===== src/hdl/rhd_pkg.sv =====
package rhd_pkg;

  localparam int unsigned PosW = 17;
  localparam int unsigned LenW = 16;

  localparam logic [PosW-1:0] POS_CHANNEL = 17'd1;
  localparam logic [PosW-1:0] POS_LEN_HI  = 17'd2;
  localparam logic [PosW-1:0] POS_LEN_LO  = 17'd3;
  localparam logic [PosW-1:0] POS_RTP0    = 17'd4;
  localparam logic [PosW-1:0] POS_NAL     = 17'd16;
  localparam logic [PosW-1:0] POS_FU      = 17'd17;
  localparam logic [PosW-1:0] POS_LIMIT   = 17'h1FFFF;
  localparam logic [PosW-1:0] LEN_HDR     = 17'd3;

  localparam logic [2:0] STATUS_OK        = 3'd0;
  localparam logic [2:0] STATUS_LENGTH    = 3'd1;
  localparam logic [2:0] STATUS_CHANNEL   = 3'd2;
  localparam logic [2:0] STATUS_AGGREGATE = 3'd3;
  localparam logic [2:0] STATUS_RESERVED  = 3'd4;
  localparam logic [2:0] STATUS_PAD_LONG  = 3'd5;

  localparam logic [4:0] NAL_SINGLE_LO = 5'd1;
  localparam logic [4:0] NAL_SINGLE_HI = 5'd23;
  localparam logic [4:0] NAL_AGG_LO    = 5'd24;
  localparam logic [4:0] NAL_AGG_HI    = 5'd27;
  localparam logic [4:0] NAL_FU_A      = 5'd28;
  localparam logic [4:0] NAL_FU_B      = 5'd29;

  localparam logic [1:0] SC_LAST = 2'd3;

  typedef enum logic [1:0] {
    KIND_NONE,
    KIND_SINGLE,
    KIND_FU,
    KIND_DROP
  } pkt_kind_e;

  typedef enum logic [1:0] {
    ST_IDLE,
    ST_SC,
    ST_FLUSH,
    ST_TAIL
  } ctrl_state_e;

  typedef enum logic [2:0] {
    SEL_NOW_CV,
    SEL_NOW_MARK,
    SEL_SC,
    SEL_BUF,
    SEL_CV
  } out_sel_e;

  typedef struct packed {
    logic     accept;
    logic     load;
    out_sel_e sel;
    logic [1:0] sc_idx;
    logic     packet_end;
    logic     flush_step;
  } ctrl_cmd_t;

  typedef struct packed {
    logic out_free;
    logic plan_sc;
    logic plan_flush;
    logic plan_tail;
    logic plan_marker;
    logic plan_last;
    logic flush_nz;
    logic flush_one;
    logic tail_q;
    logic last_q;
  } dp_status_t;

endpackage


===== src/hdl/rhd_in_if.sv =====
interface rhd_in_if;
  logic       valid;
  logic       ready;
  logic [7:0] stream_byte;
  logic       frame_last;

  modport source (output valid, stream_byte, frame_last, input ready);
  modport sink (input valid, stream_byte, frame_last, output ready);
endinterface


===== src/hdl/rhd_out_if.sv =====
interface rhd_out_if;
  logic       valid;
  logic       ready;
  logic       data_valid;
  logic [7:0] out_byte;
  logic       unit_start;
  logic       packet_end;
  logic [2:0] status;

  modport source (output valid, data_valid, out_byte, unit_start, packet_end, status,
                  input ready);
  modport sink (input valid, data_valid, out_byte, unit_start, packet_end, status,
                output ready);
endinterface


===== src/hdl/rhd_ctrl.sv =====
module rhd_ctrl (
  input  logic                clk_i,
  input  logic                rst_ni,
  input  logic                in_valid_i,
  output logic                in_ready_o,
  input  rhd_pkg::dp_status_t stat_i,
  output rhd_pkg::ctrl_cmd_t  cmd_o
);

  rhd_pkg::ctrl_state_e state_q, state_d;
  logic [1:0]           sc_q, sc_d;

  always_ff @(posedge clk_i or negedge rst_ni) begin
    if (!rst_ni) begin
      state_q <= rhd_pkg::ST_IDLE;
      sc_q    <= 2'd0;
    end else begin
      state_q <= state_d;
      sc_q    <= sc_d;
    end
  end

  always_comb begin
    state_d    = state_q;
    sc_d       = sc_q;
    in_ready_o = 1'b0;
    cmd_o      = '0;
    cmd_o.sel  = rhd_pkg::SEL_CV;
    case (state_q)
      rhd_pkg::ST_IDLE: begin
        in_ready_o = stat_i.out_free;
        if (in_valid_i && stat_i.out_free) begin
          cmd_o.accept = 1'b1;
          if (stat_i.plan_sc) begin
            state_d = rhd_pkg::ST_SC;
            sc_d    = 2'd0;
          end else if (stat_i.plan_flush) begin
            state_d = rhd_pkg::ST_FLUSH;
          end else if (stat_i.plan_tail) begin
            cmd_o.load       = 1'b1;
            cmd_o.sel        = rhd_pkg::SEL_NOW_CV;
            cmd_o.packet_end = stat_i.plan_last;
          end else if (stat_i.plan_marker) begin
            cmd_o.load       = 1'b1;
            cmd_o.sel        = rhd_pkg::SEL_NOW_MARK;
            cmd_o.packet_end = 1'b1;
          end
        end
      end
      rhd_pkg::ST_SC: begin
        if (stat_i.out_free) begin
          cmd_o.load   = 1'b1;
          cmd_o.sel    = rhd_pkg::SEL_SC;
          cmd_o.sc_idx = sc_q;
          sc_d         = sc_q + 2'd1;
          if (sc_q == rhd_pkg::SC_LAST) begin
            cmd_o.packet_end = stat_i.last_q && !stat_i.flush_nz && !stat_i.tail_q;
            if (stat_i.flush_nz) begin
              state_d = rhd_pkg::ST_FLUSH;
            end else if (stat_i.tail_q) begin
              state_d = rhd_pkg::ST_TAIL;
            end else begin
              state_d = rhd_pkg::ST_IDLE;
            end
          end
        end
      end
      rhd_pkg::ST_FLUSH: begin
        if (stat_i.out_free) begin
          cmd_o.load       = 1'b1;
          cmd_o.sel        = rhd_pkg::SEL_BUF;
          cmd_o.flush_step = 1'b1;
          if (stat_i.flush_one) begin
            cmd_o.packet_end = stat_i.last_q && !stat_i.tail_q;
            state_d = stat_i.tail_q ? rhd_pkg::ST_TAIL : rhd_pkg::ST_IDLE;
          end
        end
      end
      rhd_pkg::ST_TAIL: begin
        if (stat_i.out_free) begin
          cmd_o.load       = 1'b1;
          cmd_o.sel        = rhd_pkg::SEL_CV;
          cmd_o.packet_end = stat_i.last_q;
          state_d          = rhd_pkg::ST_IDLE;
        end
      end
      default: begin
        state_d = rhd_pkg::ST_IDLE;
      end
    endcase
  end

endmodule


===== src/hdl/rhd_dpath.sv =====
module rhd_dpath #(
  parameter int unsigned MAX_PAD = 32
) (
  input  logic                clk_i,
  input  logic                rst_ni,
  input  logic                cfg_we_i,
  input  logic [7:0]          cfg_data_i,
  input  logic [7:0]          in_byte_i,
  input  logic                in_last_i,
  input  logic                out_ready_i,
  input  rhd_pkg::ctrl_cmd_t  cmd_i,
  output rhd_pkg::dp_status_t stat_o,
  output logic                out_valid_o,
  output logic                data_valid_o,
  output logic [7:0]          out_byte_o,
  output logic                unit_start_o,
  output logic                packet_end_o,
  output logic [2:0]          out_status_o
);

  localparam int unsigned CW = $clog2(MAX_PAD + 1);
  localparam int unsigned PW = (MAX_PAD > 1) ? $clog2(MAX_PAD) : 1;
  localparam int unsigned AW = CW + 1;
  localparam int unsigned KW = 9;
  localparam logic [PW-1:0] PTR_TOP = PW'(MAX_PAD - 1);

  // frame state
  logic [7:0]                chan_q;
  logic [rhd_pkg::PosW-1:0]  pos_q;
  logic [rhd_pkg::LenW-1:0]  len_q;
  logic                      pad_q;
  rhd_pkg::pkt_kind_e        kind_q;
  logic [2:0]                nri_q;
  logic [2:0]                fe_q;
  logic [PW-1:0]             head_q;
  logic [CW-1:0]             count_q;

  // per-transaction plan
  logic [7:0]                cv_q;
  logic [2:0]                err_q;
  logic                      last_q;
  logic                      tail_q;
  logic [CW-1:0]             flush_left_q;
  logic [PW-1:0]             flush_ptr_q;

  // hold memory
  logic [7:0]                mem [MAX_PAD];
  logic [7:0]                rd_data_q;
  logic [PW-1:0]             rd_addr;
  logic [PW-1:0]             wr_addr;
  logic                      wr_en;
  logic [AW-1:0]             wr_sum;

  // output register
  logic                      out_valid_q;
  logic                      data_valid_q;
  logic [7:0]                out_byte_q;
  logic                      unit_start_q;
  logic                      packet_end_q;
  logic [2:0]                status_q;
  logic                      data_valid_d;
  logic [7:0]                out_byte_d;
  logic                      unit_start_d;
  logic [2:0]                status_d;

  // decode
  logic [rhd_pkg::LenW-1:0]  len_d;
  logic                      pad_d;
  rhd_pkg::pkt_kind_e        kind_d;
  logic [2:0]                nri_d;
  logic [2:0]                fe1;
  logic [2:0]                fe2;
  logic [2:0]                err_d;
  logic                      sc_d;
  logic                      cand;
  logic [7:0]                cv_d;
  logic [4:0]                nal_t;
  logic                      full;
  logic [KW-1:0]             total;
  logic [KW-1:0]             keep;
  logic [CW-1:0]             nflush;
  logic                      tail_d;
  logic [rhd_pkg::PosW-1:0]  len_end;

  function automatic logic [PW-1:0] ptr_inc(input logic [PW-1:0] p);
    ptr_inc = (p == PTR_TOP) ? '0 : p + 1'b1;
  endfunction

  assign nal_t = in_byte_i[4:0];
  assign full  = (count_q >= CW'(MAX_PAD));

  always_comb begin
    fe1    = fe_q;
    len_d  = len_q;
    pad_d  = pad_q;
    kind_d = kind_q;
    nri_d  = nri_q;
    sc_d   = 1'b0;
    cand   = 1'b0;
    cv_d   = in_byte_i;

    if (fe_q == rhd_pkg::STATUS_OK) begin
      if (pos_q >= rhd_pkg::POS_RTP0 && pos_q > ({1'b0, len_q} + rhd_pkg::LEN_HDR)) begin
        fe1 = rhd_pkg::STATUS_LENGTH;
      end else if (pos_q == rhd_pkg::POS_CHANNEL && in_byte_i != chan_q) begin
        fe1 = rhd_pkg::STATUS_CHANNEL;
      end
    end
    if (pos_q == rhd_pkg::POS_LEN_HI) begin
      len_d = {in_byte_i, 8'h00};
    end else if (pos_q == rhd_pkg::POS_LEN_LO) begin
      len_d = {len_q[15:8], in_byte_i};
    end else if (pos_q == rhd_pkg::POS_RTP0) begin
      pad_d = in_byte_i[5];
    end

    fe2 = fe1;
    if (fe1 == rhd_pkg::STATUS_OK) begin
      if (pos_q == rhd_pkg::POS_NAL) begin
        if (nal_t inside {[rhd_pkg::NAL_SINGLE_LO:rhd_pkg::NAL_SINGLE_HI]}) begin
          kind_d = rhd_pkg::KIND_SINGLE;
          sc_d   = 1'b1;
          cand   = 1'b1;
        end else if (nal_t == rhd_pkg::NAL_FU_A || nal_t == rhd_pkg::NAL_FU_B) begin
          kind_d = rhd_pkg::KIND_FU;
          nri_d  = in_byte_i[7:5];
        end else begin
          kind_d = rhd_pkg::KIND_DROP;
          fe2    = (nal_t inside {[rhd_pkg::NAL_AGG_LO:rhd_pkg::NAL_AGG_HI]}) ?
                   rhd_pkg::STATUS_AGGREGATE : rhd_pkg::STATUS_RESERVED;
        end
      end else if (pos_q == rhd_pkg::POS_FU && kind_q == rhd_pkg::KIND_FU) begin
        if (in_byte_i[7]) begin
          sc_d = 1'b1;
          cand = 1'b1;
          cv_d = {nri_q, in_byte_i[4:0]};
        end
      end else if (pos_q >= rhd_pkg::POS_FU &&
                   (kind_q == rhd_pkg::KIND_SINGLE || kind_q == rhd_pkg::KIND_FU)) begin
        cand = 1'b1;
      end
    end
  end

  assign len_end = {1'b0, len_d} + rhd_pkg::LEN_HDR;

  always_comb begin
    err_d  = fe2;
    total  = KW'(count_q) + KW'(cand);
    keep   = '0;
    nflush = '0;
    tail_d = 1'b0;
    if (in_last_i) begin
      if (fe2 == rhd_pkg::STATUS_OK &&
          (pos_q < rhd_pkg::POS_LEN_LO || pos_q != len_end)) begin
        err_d = rhd_pkg::STATUS_LENGTH;
      end
      if (err_d == rhd_pkg::STATUS_OK) begin
        if (!pad_d) begin
          tail_d = cand;
        end else begin
          if (KW'(in_byte_i) > total) begin
            err_d = rhd_pkg::STATUS_PAD_LONG;
            keep  = '0;
          end else begin
            keep = total - KW'(in_byte_i);
          end
          nflush = (keep < KW'(count_q)) ? CW'(keep) : count_q;
          tail_d = (keep > KW'(count_q));
        end
      end
    end else if (cand) begin
      if (!pad_d) begin
        tail_d = 1'b1;
      end else if (full) begin
        nflush = CW'(1);
      end
    end
  end

  // hold memory write and read
  assign wr_sum  = AW'(head_q) + AW'(count_q);
  assign wr_addr = full ? head_q :
                   ((wr_sum >= AW'(MAX_PAD)) ? PW'(wr_sum - AW'(MAX_PAD)) : PW'(wr_sum));
  assign wr_en   = cmd_i.accept && !in_last_i && cand && pad_d;
  assign rd_addr = cmd_i.accept ? head_q : flush_ptr_q;

  always_ff @(posedge clk_i) begin
    if (wr_en) begin
      mem[wr_addr] <= cv_d;
    end
    if (cmd_i.accept || cmd_i.flush_step) begin
      rd_data_q <= mem[rd_addr];
    end
  end

  always_ff @(posedge clk_i or negedge rst_ni) begin
    if (!rst_ni) begin
      chan_q  <= 8'd0;
      pos_q   <= '0;
      len_q   <= '0;
      pad_q   <= 1'b0;
      kind_q  <= rhd_pkg::KIND_NONE;
      nri_q   <= 3'd0;
      fe_q    <= rhd_pkg::STATUS_OK;
      head_q  <= '0;
      count_q <= '0;
    end else begin
      if (cfg_we_i) begin
        chan_q <= cfg_data_i;
      end
      if (cmd_i.accept) begin
        if (in_last_i) begin
          pos_q   <= '0;
          len_q   <= '0;
          pad_q   <= 1'b0;
          kind_q  <= rhd_pkg::KIND_NONE;
          nri_q   <= 3'd0;
          fe_q    <= rhd_pkg::STATUS_OK;
          head_q  <= '0;
          count_q <= '0;
        end else begin
          pos_q  <= (pos_q < rhd_pkg::POS_LIMIT) ? pos_q + 17'd1 : rhd_pkg::POS_LIMIT;
          len_q  <= len_d;
          pad_q  <= pad_d;
          kind_q <= kind_d;
          nri_q  <= nri_d;
          fe_q   <= fe2;
          if (cand && pad_d) begin
            if (full) begin
              head_q <= ptr_inc(head_q);
            end else begin
              count_q <= count_q + 1'b1;
            end
          end
        end
      end
    end
  end

  always_ff @(posedge clk_i or negedge rst_ni) begin
    if (!rst_ni) begin
      last_q       <= 1'b0;
      tail_q       <= 1'b0;
      flush_left_q <= '0;
      flush_ptr_q  <= '0;
    end else begin
      if (cmd_i.accept) begin
        last_q       <= in_last_i;
        tail_q       <= tail_d;
        flush_left_q <= nflush;
        flush_ptr_q  <= ptr_inc(head_q);
      end else if (cmd_i.flush_step) begin
        flush_left_q <= flush_left_q - 1'b1;
        flush_ptr_q  <= ptr_inc(flush_ptr_q);
      end
    end
  end

  always_ff @(posedge clk_i) begin
    if (cmd_i.accept) begin
      cv_q  <= cv_d;
      err_q <= err_d;
    end
  end

  // output register
  always_ff @(posedge clk_i or negedge rst_ni) begin
    if (!rst_ni) begin
      out_valid_q <= 1'b0;
    end else if (cmd_i.load) begin
      out_valid_q <= 1'b1;
    end else if (out_ready_i) begin
      out_valid_q <= 1'b0;
    end
  end

  always_comb begin
    data_valid_d = 1'b1;
    out_byte_d   = cv_q;
    unit_start_d = 1'b0;
    status_d     = err_q;
    case (cmd_i.sel)
      rhd_pkg::SEL_NOW_CV: begin
        out_byte_d = cv_d;
        status_d   = err_d;
      end
      rhd_pkg::SEL_NOW_MARK: begin
        data_valid_d = 1'b0;
        out_byte_d   = 8'd0;
        status_d     = err_d;
      end
      rhd_pkg::SEL_SC: begin
        out_byte_d   = (cmd_i.sc_idx == rhd_pkg::SC_LAST) ? 8'd1 : 8'd0;
        unit_start_d = (cmd_i.sc_idx == 2'd0);
      end
      rhd_pkg::SEL_BUF: begin
        out_byte_d = rd_data_q;
      end
      default: begin
        out_byte_d = cv_q;
      end
    endcase
  end

  always_ff @(posedge clk_i) begin
    if (cmd_i.load) begin
      packet_end_q <= cmd_i.packet_end;
      unit_start_q <= unit_start_d;
      data_valid_q <= data_valid_d;
      status_q     <= status_d;
      out_byte_q   <= out_byte_d;
    end
  end

  assign out_valid_o  = out_valid_q;
  assign data_valid_o = data_valid_q;
  assign out_byte_o   = out_byte_q;
  assign unit_start_o = unit_start_q;
  assign packet_end_o = packet_end_q;
  assign out_status_o = status_q;

  always_comb begin
    stat_o             = '0;
    stat_o.out_free    = !out_valid_q || out_ready_i;
    stat_o.plan_sc     = sc_d;
    stat_o.plan_flush  = (nflush != '0);
    stat_o.plan_tail   = tail_d;
    stat_o.plan_marker = in_last_i && !sc_d && (nflush == '0) && !tail_d;
    stat_o.plan_last   = in_last_i;
    stat_o.flush_nz    = (flush_left_q != '0);
    stat_o.flush_one   = (flush_left_q == CW'(1));
    stat_o.tail_q      = tail_q;
    stat_o.last_q      = last_q;
  end

endmodule


===== src/hdl/rtp_h264_depacketizer.sv =====
// channel   dir  handshake        payload
// in_ch     in   valid / ready    stream_byte[7:0], frame_last
// out_ch    out  valid / ready    data_valid, out_byte[7:0], unit_start, packet_end,
//                                 status[2:0]
// cfg       in   cfg_we_i         cfg_data_i[7:0] (expected channel)
//
// a byte with no result or one direct result is handled in ST_IDLE as it is accepted, frame ends included
// a start code is accepted, then sent from ST_SC as 00 00 00 01, then the header byte from ST_TAIL if not held
// a byte that pushes out the oldest held byte is accepted, then the oldest byte is read out in ST_FLUSH
// a padded frame end is accepted, then held bytes go out one per cycle while out_ch is free,
// through the one read port, then the last byte if kept; rst_ni clears control state at once
// a stalled output holds in_ch.ready low until the pending result is taken
module rtp_h264_depacketizer #(
  parameter int unsigned MAX_PAD = 32
) (
  input  logic        clk_i,
  input  logic        rst_ni,
  input  logic        cfg_we_i,
  input  logic [7:0]  cfg_data_i,
  rhd_in_if.sink      in_ch,
  rhd_out_if.source   out_ch
);

  rhd_pkg::ctrl_cmd_t  cmd;
  rhd_pkg::dp_status_t stat;

  rhd_ctrl u_ctrl (
    .clk_i      (clk_i),
    .rst_ni     (rst_ni),
    .in_valid_i (in_ch.valid),
    .in_ready_o (in_ch.ready),
    .stat_i     (stat),
    .cmd_o      (cmd)
  );

  rhd_dpath #(
    .MAX_PAD (MAX_PAD)
  ) u_dpath (
    .clk_i        (clk_i),
    .rst_ni       (rst_ni),
    .cfg_we_i     (cfg_we_i),
    .cfg_data_i   (cfg_data_i),
    .in_byte_i    (in_ch.stream_byte),
    .in_last_i    (in_ch.frame_last),
    .out_ready_i  (out_ch.ready),
    .cmd_i        (cmd),
    .stat_o       (stat),
    .out_valid_o  (out_ch.valid),
    .data_valid_o (out_ch.data_valid),
    .out_byte_o   (out_ch.out_byte),
    .unit_start_o (out_ch.unit_start),
    .packet_end_o (out_ch.packet_end),
    .out_status_o (out_ch.status)
  );

endmodule


===== src/flat_wrapper.sv =====
// flat-port wrapper written by rule: the top's interface ports become plain ports
module rtp_h264_depacketizer_flat 
#(
  parameter int unsigned MAX_PAD = 32
)
  (clk_i, rst_ni, cfg_we_i, cfg_data_i, in_ch_valid, in_ch_stream_byte, in_ch_frame_last, in_ch_ready, out_ch_valid, out_ch_data_valid, out_ch_out_byte, out_ch_unit_start, out_ch_packet_end, out_ch_status, out_ch_ready);
  rhd_in_if in_ch_i ();
  rhd_out_if out_ch_i ();
  input  logic clk_i;
  input  logic rst_ni;
  input  logic cfg_we_i;
  input  logic [7:0] cfg_data_i;
  input wire logic [$bits(in_ch_i.valid)-1:0] in_ch_valid;
  input wire logic [$bits(in_ch_i.stream_byte)-1:0] in_ch_stream_byte;
  input wire logic [$bits(in_ch_i.frame_last)-1:0] in_ch_frame_last;
  output wire logic [$bits(in_ch_i.ready)-1:0] in_ch_ready;
  output wire logic [$bits(out_ch_i.valid)-1:0] out_ch_valid;
  output wire logic [$bits(out_ch_i.data_valid)-1:0] out_ch_data_valid;
  output wire logic [$bits(out_ch_i.out_byte)-1:0] out_ch_out_byte;
  output wire logic [$bits(out_ch_i.unit_start)-1:0] out_ch_unit_start;
  output wire logic [$bits(out_ch_i.packet_end)-1:0] out_ch_packet_end;
  output wire logic [$bits(out_ch_i.status)-1:0] out_ch_status;
  input wire logic [$bits(out_ch_i.ready)-1:0] out_ch_ready;
  assign in_ch_i.valid = in_ch_valid;
  assign in_ch_i.stream_byte = in_ch_stream_byte;
  assign in_ch_i.frame_last = in_ch_frame_last;
  assign in_ch_ready = in_ch_i.ready;
  assign out_ch_valid = out_ch_i.valid;
  assign out_ch_data_valid = out_ch_i.data_valid;
  assign out_ch_out_byte = out_ch_i.out_byte;
  assign out_ch_unit_start = out_ch_i.unit_start;
  assign out_ch_packet_end = out_ch_i.packet_end;
  assign out_ch_status = out_ch_i.status;
  assign out_ch_i.ready = out_ch_ready;
  rtp_h264_depacketizer #(.MAX_PAD(MAX_PAD)) u_core (.clk_i(clk_i), .rst_ni(rst_ni), .cfg_we_i(cfg_we_i), .cfg_data_i(cfg_data_i), .in_ch(in_ch_i), .out_ch(out_ch_i));
endmodule

===== config.mk =====
export PLATFORM = sky130hd
export DESIGN_NAME = rtp_h264_depacketizer_flat
export DESIGN_NICKNAME = d
export VERILOG_FILES = /design/src/hdl/rhd_pkg.sv /design/src/hdl/rhd_in_if.sv /design/src/hdl/rhd_out_if.sv /design/src/hdl/rhd_ctrl.sv /design/src/hdl/rhd_dpath.sv /design/src/hdl/rtp_h264_depacketizer.sv /design/src/flat_wrapper.sv
export SDC_FILE = /design/constraint.sdc
export NUM_CORES = 1
export LEC_CHECK = 0
export ABC_AREA = 1
export BUFFER_PORTS_ARGS = -buffer_cell sky130_fd_sc_hd__buf_2
export CAP_MARGIN = 15
export CORE_AREA = 5 5 287 205
export DETAILED_ROUTE_END_ITERATION = 8
export DIE_AREA = 0 0 292 210
export SYNTH_ARGS = -nofsm -noshare
export SYNTH_HDL_FRONTEND = slang
export SYNTH_SLANG_ARGS = --single-unit
export TNS_END_PERCENT = 10

===== constraint.sdc =====
create_clock -name clk_i -period 7.4 [get_ports clk_i]
set_input_delay 0.37 -clock clk_i [delete_from_list [all_inputs] [get_ports clk_i]]
set_output_delay 0.37 -clock clk_i [all_outputs]
set_load 0.005 [all_outputs]

==> results of run 1 <==
## power groups by stage
stage | combinational (uW) | sequential [uW] | clock, uW
global placement | 3070 | 2670 | 0
detailed placement | 3110 | 2670 | 0
CTS | 3140 | 2630 | 1930
finish | 3280 | 2640 | 1890
global route | 3600 | 2660 | 2020
floorplan | 2080 | 2620 | 0
## final cells by class
type                            count  share of cell area
Clock buffer                       57             0.05057
Timing Repair Buffer              107             0.03375
Antenna cell                        1           0.0001156
Sequential cell                   368              0.4922
Inverter                          182             0.03196
Clock inverter                     14            0.005259
Multi-Input combinational cell   1289              0.3428
Tap cell                          750             0.04335
## worst reg2reg max path, delay by kind of cell, from the launching register on
family          cells  cell delay [ns]
compound gates      5             1.01
xor+xnor            2             0.24
fa+ha+maj           5             1.12
buf+inv             8             0.82
flops               1             0.38
simple gates       27             3.29
## kinds of logic (layout without fill, tap and decap cells)
kind of cell / Yosys count / after routing / share of synthesized area
AO/OA/AOI/OAI: 413 / 413 / 0.1329
other: 0 / 1 / 0
XOR/XNOR: 33 / 33 / 0.01548
AND/OR/NAND/NOR: 787 / 789 / 0.1895
flip-flops: 368 / 368 / 0.5705
adder cells (fa/ha/maj): 54 / 54 / 0.03698
buffers and inverters: 256 / 360 / 0.05460
## layer usage
metal | wire [um] | up-vias | part of all wire
met5 | 0 | - | 0
met4 | 914 | 0 | 0.016
met3 | 4910 | 68 | 0.087
met2 | 23360 | 628 | 0.42
met1 | 27080 | 7235 | 0.48
li1 | - | 6899 | -
## final timing paths
| path | depth (start not counted) | slack [ns] | end | startpoint |
|---|---|---|---|---|
| max | 47 | 0.27 | u_core.u_dpath.out_byte_o[0] | u_core.u_dpath.len_q[2] |
| min | 3 | 0.04 | u_core.u_dpath.chan_q[6] | cfg_data_i[6] |
| max reg2reg | 47 | 0.27 | u_core.u_dpath.out_byte_o[0] | u_core.u_dpath.len_q[2] |
| min reg2reg | 2 | 0.48 | u_core.u_dpath.nri_q[0] | u_core.u_dpath.nri_q[0] |
| max in group asynchronous | 3 | 6.00 | u_core.u_dpath.flush_ptr_q[0] | rst_ni |
| min in group asynchronous | 2 | 0.19 | u_core.u_dpath.chan_q[6] | rst_ni |
## sequential cells by signal, indices dropped and copies added, names as in the netlist, 2 cells and up
register,flops
u_core.u_dpath.pos_q,17
u_core.u_dpath.head_q,5
u_core.u_dpath.kind_q,2
u_core.u_ctrl.state_q,2
u_core.u_dpath.cv_q,8
u_core.u_dpath.flush_ptr_q,5
u_core.u_dpath.count_q,6
u_core.u_ctrl.sc_q,2
u_core.u_dpath.out_byte_o,8
u_core.u_dpath.len_q,16
u_core.u_dpath.err_q,3
u_core.u_dpath.nri_q,3
u_core.u_dpath.out_status_o,3
u_core.u_dpath.chan_q,8
u_core.u_dpath.rd_data_q,8
u_core.u_dpath.mem,256
u_core.u_dpath.flush_left_q,6
u_core.u_dpath.fe_q,3
## per-stage QoR
| step | instances | area, um2 | power [uW] | TNS, ns | hold WS [ns] |
|---|---|---|---|---|---|
| global route | 2767 | 21650 | 8277 | -3.976 | 0.04910 |
| CTS | 2758 | 21250 | 7698 | 0 | 0.01915 |
| floorplan | 1911 | 18680 | 4696 | 0 | 0.07441 |
| global placement | 2684 | 19970 | 5744 | 0 | 0.2071 |
| finish | 2768 | 21650 | 7812 | 0 | 0.04485 |
| detailed placement | 2684 | 19970 | 5779 | -5.607 | 0.2088 |
## what timing repair did
action / CTS / global route
hold endpoints to repair: 8 / 0
pin swaps: 2 / 30
setup buffers: 1 / 9
setup endpoints to repair: 29 / 32
gates cloned: 1 / 1
hold buffers: 1 / 0
gates resized for setup: 10 / 77
## cells in the final DEF, fill, tap and decap left out, types with 4 or more instances in the layout
| cell type | netlist | routed |
|---|---|---|
| o221ai_1 | 42 | 42 |
| o21ai_1 | 7 | 12 |
| nand4_1 | 26 | 26 |
| nor2_1 | 273 | 263 |
| clkbuf_16 | 0 | 40 |
| ha_4 | 0 | 7 |
| nand2_1 | 288 | 280 |
| nand3_2 | 13 | 23 |
| dfrtp_1 | 79 | 79 |
| o211ai_1 | 29 | 29 |
| nor2_4 | 6 | 13 |
| buf_4 | 1 | 66 |
| buf_6 | 5 | 4 |
| nand2_2 | 9 | 15 |
| o21ai_0 | 203 | 195 |
| clkinv_2 | 0 | 5 |
| edfxtp_1 | 289 | 289 |
| nor2_2 | 12 | 16 |
| inv_2 | 6 | 14 |
| ha_1 | 52 | 44 |
| inv_1 | 172 | 162 |
| clkinv_1 | 3 | 7 |
| nand2_4 | 2 | 4 |
| a21oi_1 | 41 | 34 |
| o21ai_2 | 4 | 5 |
| nand3_1 | 112 | 101 |
| buf_2 | 1 | 36 |
| nor4_1 | 5 | 5 |
| o22ai_1 | 52 | 52 |
| clkbuf_1 | 63 | 14 |
| xor2_1 | 30 | 30 |
| a21oi_2 | 1 | 6 |
| nor3_1 | 23 | 16 |
| a31oi_1 | 16 | 15 |
| nor3_2 | 2 | 6 |
==> flow_summary.yaml, run 1 <==
power:
  peakVddDrop_mv: 0.2176
  pwr-share-seq: 0.338
  powerDensity_mw_per_mm2: 360.9
  switchingPower_uw: 3298
  power.leakage_uw: 0.008060
  p_int_uw: 4513
  clkPwrFrac: 0.242
  sw_frac_of_total: 0.4222
  combPwrFrac: 0.420
cells_and_area:
  drive_gt1_frac: 0.1468
  multi_input_area_mm2: 0.007421
  syn_to_final_growth_pct: 15.92
  regArea_mm2: 0.01066
  fin_util: 0.3873
  nNetsFinal: 2063
  nFillCells: 5478
flow_run:
  maxCapViolCount: 0
cts:
  clkLatencyLatePin_ns: 0.54
  htreeDepth: 2
  root_buffer: "clkbuf_16"
  numCtsBuffers: 39
  tritoncts: "yes"
  clk_path_buf_depth: 3
  clock_sinks: 368
  clk_pin_slew_worst_paths_ns: 0.06
sta:
  relSlewSlack: 0.2201
  worst_pin_slew_ns: 1.170
  hold_viol_final: 0
  rsz0062_at_grt: "true"
  fmax_mhz: 140.2
  min_period_over_period: 0.9641
  maxSlewViolCount: 0
  setup_ws_ns: 0.2657
  skew_ns: 0.01208
  final.min_clock_period_ns: 7.134
  setup_viol: 0
setup_path:
  path_buf_inv: 8
  cp_top_family: "simple AND/OR/NAND/NOR gates"
  required_ns: 7.68
  slowest_delay_ns: 0.38
  end_kind: "register"
  cp.arrival_ns: 7.41
  worstPathMaxFanout: 13
  worst_path_max_delay_cell: "dfrtp_1"
  crit_type: "reg -> reg"
  worstSetupStartpointType: "register"
synth:
  yosysSeqAreaShare: 0.5705
  ys.flop_type: "edfxtp_1"
  syn-num-nets: 1987
  synth_edf_count: 289
  ys_ff_latch: 368
  yosysTopAreaCellShare: 0.4647
  synthArstFlopShare: 0.2147
  yosys.area.top_type: "edfxtp_1"
  avgSynthCellArea_um2: 9.773
  syn_inst: 1911
  synth.distinct_cells: 60
  syn_area_mm2: 0.01868
  synth_most_common_cell: "edfxtp_1"
  ys_top_cells_by_count: "edfxtp_1 (289), nand2_1 (288), nor2_1 (273)"
  synth_area_leaders: "edfxtp_1 (46%), dfrtp_1 (11%), nand2_1 (5.8%)"
  yosys_warnings: 0
die:
  dieArea_mm2: 0.06132
  io_pins: 38
  start_util: 0.3341
  rows: 73
  die_h_um: 210
  die_w_um: 292
  core_mm2: 0.05590
worst_hold_path:
  hold_path_class: "in -> reg"
global_routing:
  globalRouteMet2Util: 0.2533
  grt_max_degree: 96
  grt_first_pass_wirelength_mm: 84.79
  top_usage_layer: "met1"
  track_usage: 0.1761
  antenna_found_initial: 2
  grt_pass1_vias: 13880
  grtUsageMet1: 0.2738
  globalRouteMet3Util: 0.04087
  gr-total-overflow: 0
place:
  dp_slack_ns: -0.2535
  dp_hpwl_mm: 37.45
  gp_congestion: 0.8928
  io_buffers: 37
route:
  drtPass1Iterations: 6
  vias_per_cell: 5.358
  ant_nets: 0
  routedWlPerCell_um: 20.33
  vias: 14830
  remaining_drc_errors: 0
  drt-initial-drc-count: 1611
  wl_mm: 56.27
run_status:
  outcome: "complete, no violations"
(Power assumes the default switching activity.)
==> run 2, diff against run 1 <==
--- a/config.mk
+++ b/config.mk
@@ -8,9 +8,10 @@
 export ABC_AREA = 1
 export BUFFER_PORTS_ARGS = -buffer_cell sky130_fd_sc_hd__buf_2
 export CAP_MARGIN = 15
-export CORE_AREA = 5 5 287 205
+export CORE_AREA = 2 2 284 202
+export CTS_CLUSTER_DIAMETER = 50
 export DETAILED_ROUTE_END_ITERATION = 8
-export DIE_AREA = 0 0 292 210
+export DIE_AREA = 0 0 286 204
 export SYNTH_ARGS = -nofsm -noshare
 export SYNTH_HDL_FRONTEND = slang
 export SYNTH_SLANG_ARGS = --single-unit
==> run 2 against run 1 <==
  * Worst setup slack better by 0.055 ns
  * Via count up 0.16%
  * First-iteration DRC count up 2.7%
  * Critical path depth unchanged
  * Flip-flop and latch count unchanged
  * Die area down 4.9%
  * Combinational power about the same
  * Sequential share of layout area down 0.65 points
  * Hold slack worse by 0.013 ns
  * Register-to-register slack better by 0.05 ns
==> flow_summary.yaml, run 2 (synthesis results as in run 1) <==
sta:
  tns_ns: 0
  relSlewSlack: 0.3282
  skew_ns: 0.04429
  min_period_over_period: 0.9567
  fmax_mhz: 141.3
  maxSlewViolCount: 0
  setup_viol: 0
  hold_viol_final: 0
  worst_pin_slew_ns: 1.004
  final.min_clock_period_ns: 7.079
  rsz0062_at_grt: "true"
route:
  wl_mm: 55.34
  remaining_drc_errors: 0
  drtPass1Iterations: 5
  vias: 14850
  drt-initial-drc-count: 1654
  routedWlPerCell_um: 19.90
  vias_per_cell: 5.341
  ant_nets: 0
power:
  p_total_uw: 8118
  peakVddDrop_mv: 0.2146
  powerDensity_mw_per_mm2: 370.0
  power.leakage_uw: 0.008208
setup_path:
  worstPathMaxFanout: 6
  worst_path_max_delay_cell: "ha_1"
  slowest_delay_ns: 0.40
  crit_type: "reg -> reg"
  required_ns: 7.72
  path_buf_inv: 8
  cp_top_family: "simple AND/OR/NAND/NOR gates"
  crit_path_frequent_cell: "nand2_1"
  end_kind: "register"
  worstSetupStartpointType: "register"
  cp.arrival_ns: 7.40
cts:
  tritoncts: "yes"
  clk_pin_slew_worst_paths_ns: 0.06
  clkLatencyLatePin_ns: 0.60
  root_buffer: "clkbuf_16"
  clock_sinks: 368
  htreeDepth: 2
  clk_path_buf_depth: 3
  numCtsBuffers: 43
cells_and_area:
  instances_no_fill: 2781
  antennaDiodeCount: 0
  fin_util: 0.3925
  mostFrequentLayoutCells: "edfxtp_1 (289), nand2_1 (275), nor2_1 (263)"
  nNetsFinal: 2072
  top_register: "u_core.u_dpath.mem"
  syn_to_final_growth_pct: 17.48
  largest_reg_flops: 256
  drive_gt1_frac: 0.1576
  nFillCells: 5413
  reg_top3: "u_core.u_dpath.mem x256, u_core.u_dpath.pos_q x17, u_core.u_dpath.len_q x16"
  fin_area_mm2: 0.02194
  layout_commonest_cell: "edfxtp_1"
flow_run:
  maxCapViolCount: 0
die:
  core_mm2: 0.05590
  io_pins: 38
  die_w_um: 286
  rows: 73
  start_util: 0.3341
  dieArea_mm2: 0.05834
  die_h_um: 204
place:
  io_buffers: 37
  gp_congestion: 0.8959
  dpl-instance-area_mm2: 0.01999
  dp_cells: 2684
  dp_hpwl_mm: 37.34
global_routing:
  grt_first_pass_wirelength_mm: 83.43
  grt_max_degree: 95
  grt_pass1_vias: 13730
  gr-total-overflow: 0
  antenna_found_initial: 1
  track_usage: 0.1867
worst_hold_path:
  hold_path_class: "in -> reg"
run_status:
  outcome: "complete, no violations"
[run 2: path summary, 6_finish.rpt]
check,start,endpoint,slack (ns),depth (start not counted)
max,u_core.u_dpath.len_q[2],u_core.u_dpath.out_byte_o[7],0.32,47
min in group asynchronous,rst_ni,u_core.u_dpath.chan_q[5],0.17,2
max reg2reg,u_core.u_dpath.len_q[2],u_core.u_dpath.out_byte_o[7],0.32,47
max in group asynchronous,rst_ni,u_core.u_ctrl.sc_q[0],6.04,3
min,cfg_data_i[7],u_core.u_dpath.chan_q[7],0.03,3
min reg2reg,u_core.u_dpath.nri_q[2],u_core.u_dpath.nri_q[2],0.49,2
[run 2: what timing repair did]
| item | in CTS | in global routing |
|---|---|---|
| gates resized for setup | 6 | 77 |
| pin swaps | 0 | 27 |
| hold buffers | 2 | 0 |
| gates cloned | 0 | 2 |
| setup endpoints to repair | 27 | 35 |
| setup buffers | 0 | 13 |
| endpoints found under the hold margin | 9 | 0 |
[run 2: worst min-delay path, delay by kind of cell]
family          cells  cell delay (ns)
compound gates      1             0.05
simple gates        1             0.04
buf+inv             1             0.08
[run 2: cell type report]
class,count,area [um2],area share
Sequential cell,368,10660,0.4857
Multi-Input combinational cell,1288,7375,0.3361
Clock buffer,49,1109,0.05053
Tap cell,750,938.4,0.04277
Timing Repair Buffer,113,824.5,0.03758
Inverter,182,691.9,0.03154
Clock inverter,31,346.6,0.01580
[run 2: stage by stage]
step	setup WS, ns	hold WS [ns]
2_1_floorplan	0.1783	0.07441
3_3_place_gp	-0.06896	0.2029
3_5_place_dp	-0.1731	0.2061
4_1_cts	0.03095	0.006915
5_1_grt	-0.1343	0.02764
6_report	0.3206	0.03180
[run 2: routing by layer]
layer | GRT usage | wire (um) | up-vias
li1 | - | - | 6918
met1 | 0.2901 | 26450 | 7218
met2 | 0.2561 | 22270 | 642
met3 | 0.04699 | 5554 | 73
met4 | 0.04375 | 1052 | 2
met5 | 0 | 13 | -
[run 2: report_power, final]
group          total [uW]  internal (uW)  leakage (uW)  switching [uW]
clock                2180           1270      0.000708             906
sequential           2630           2480       0.00367             157
combinational        3310            988       0.00383            2320
total                8120           4740       0.00821            3380
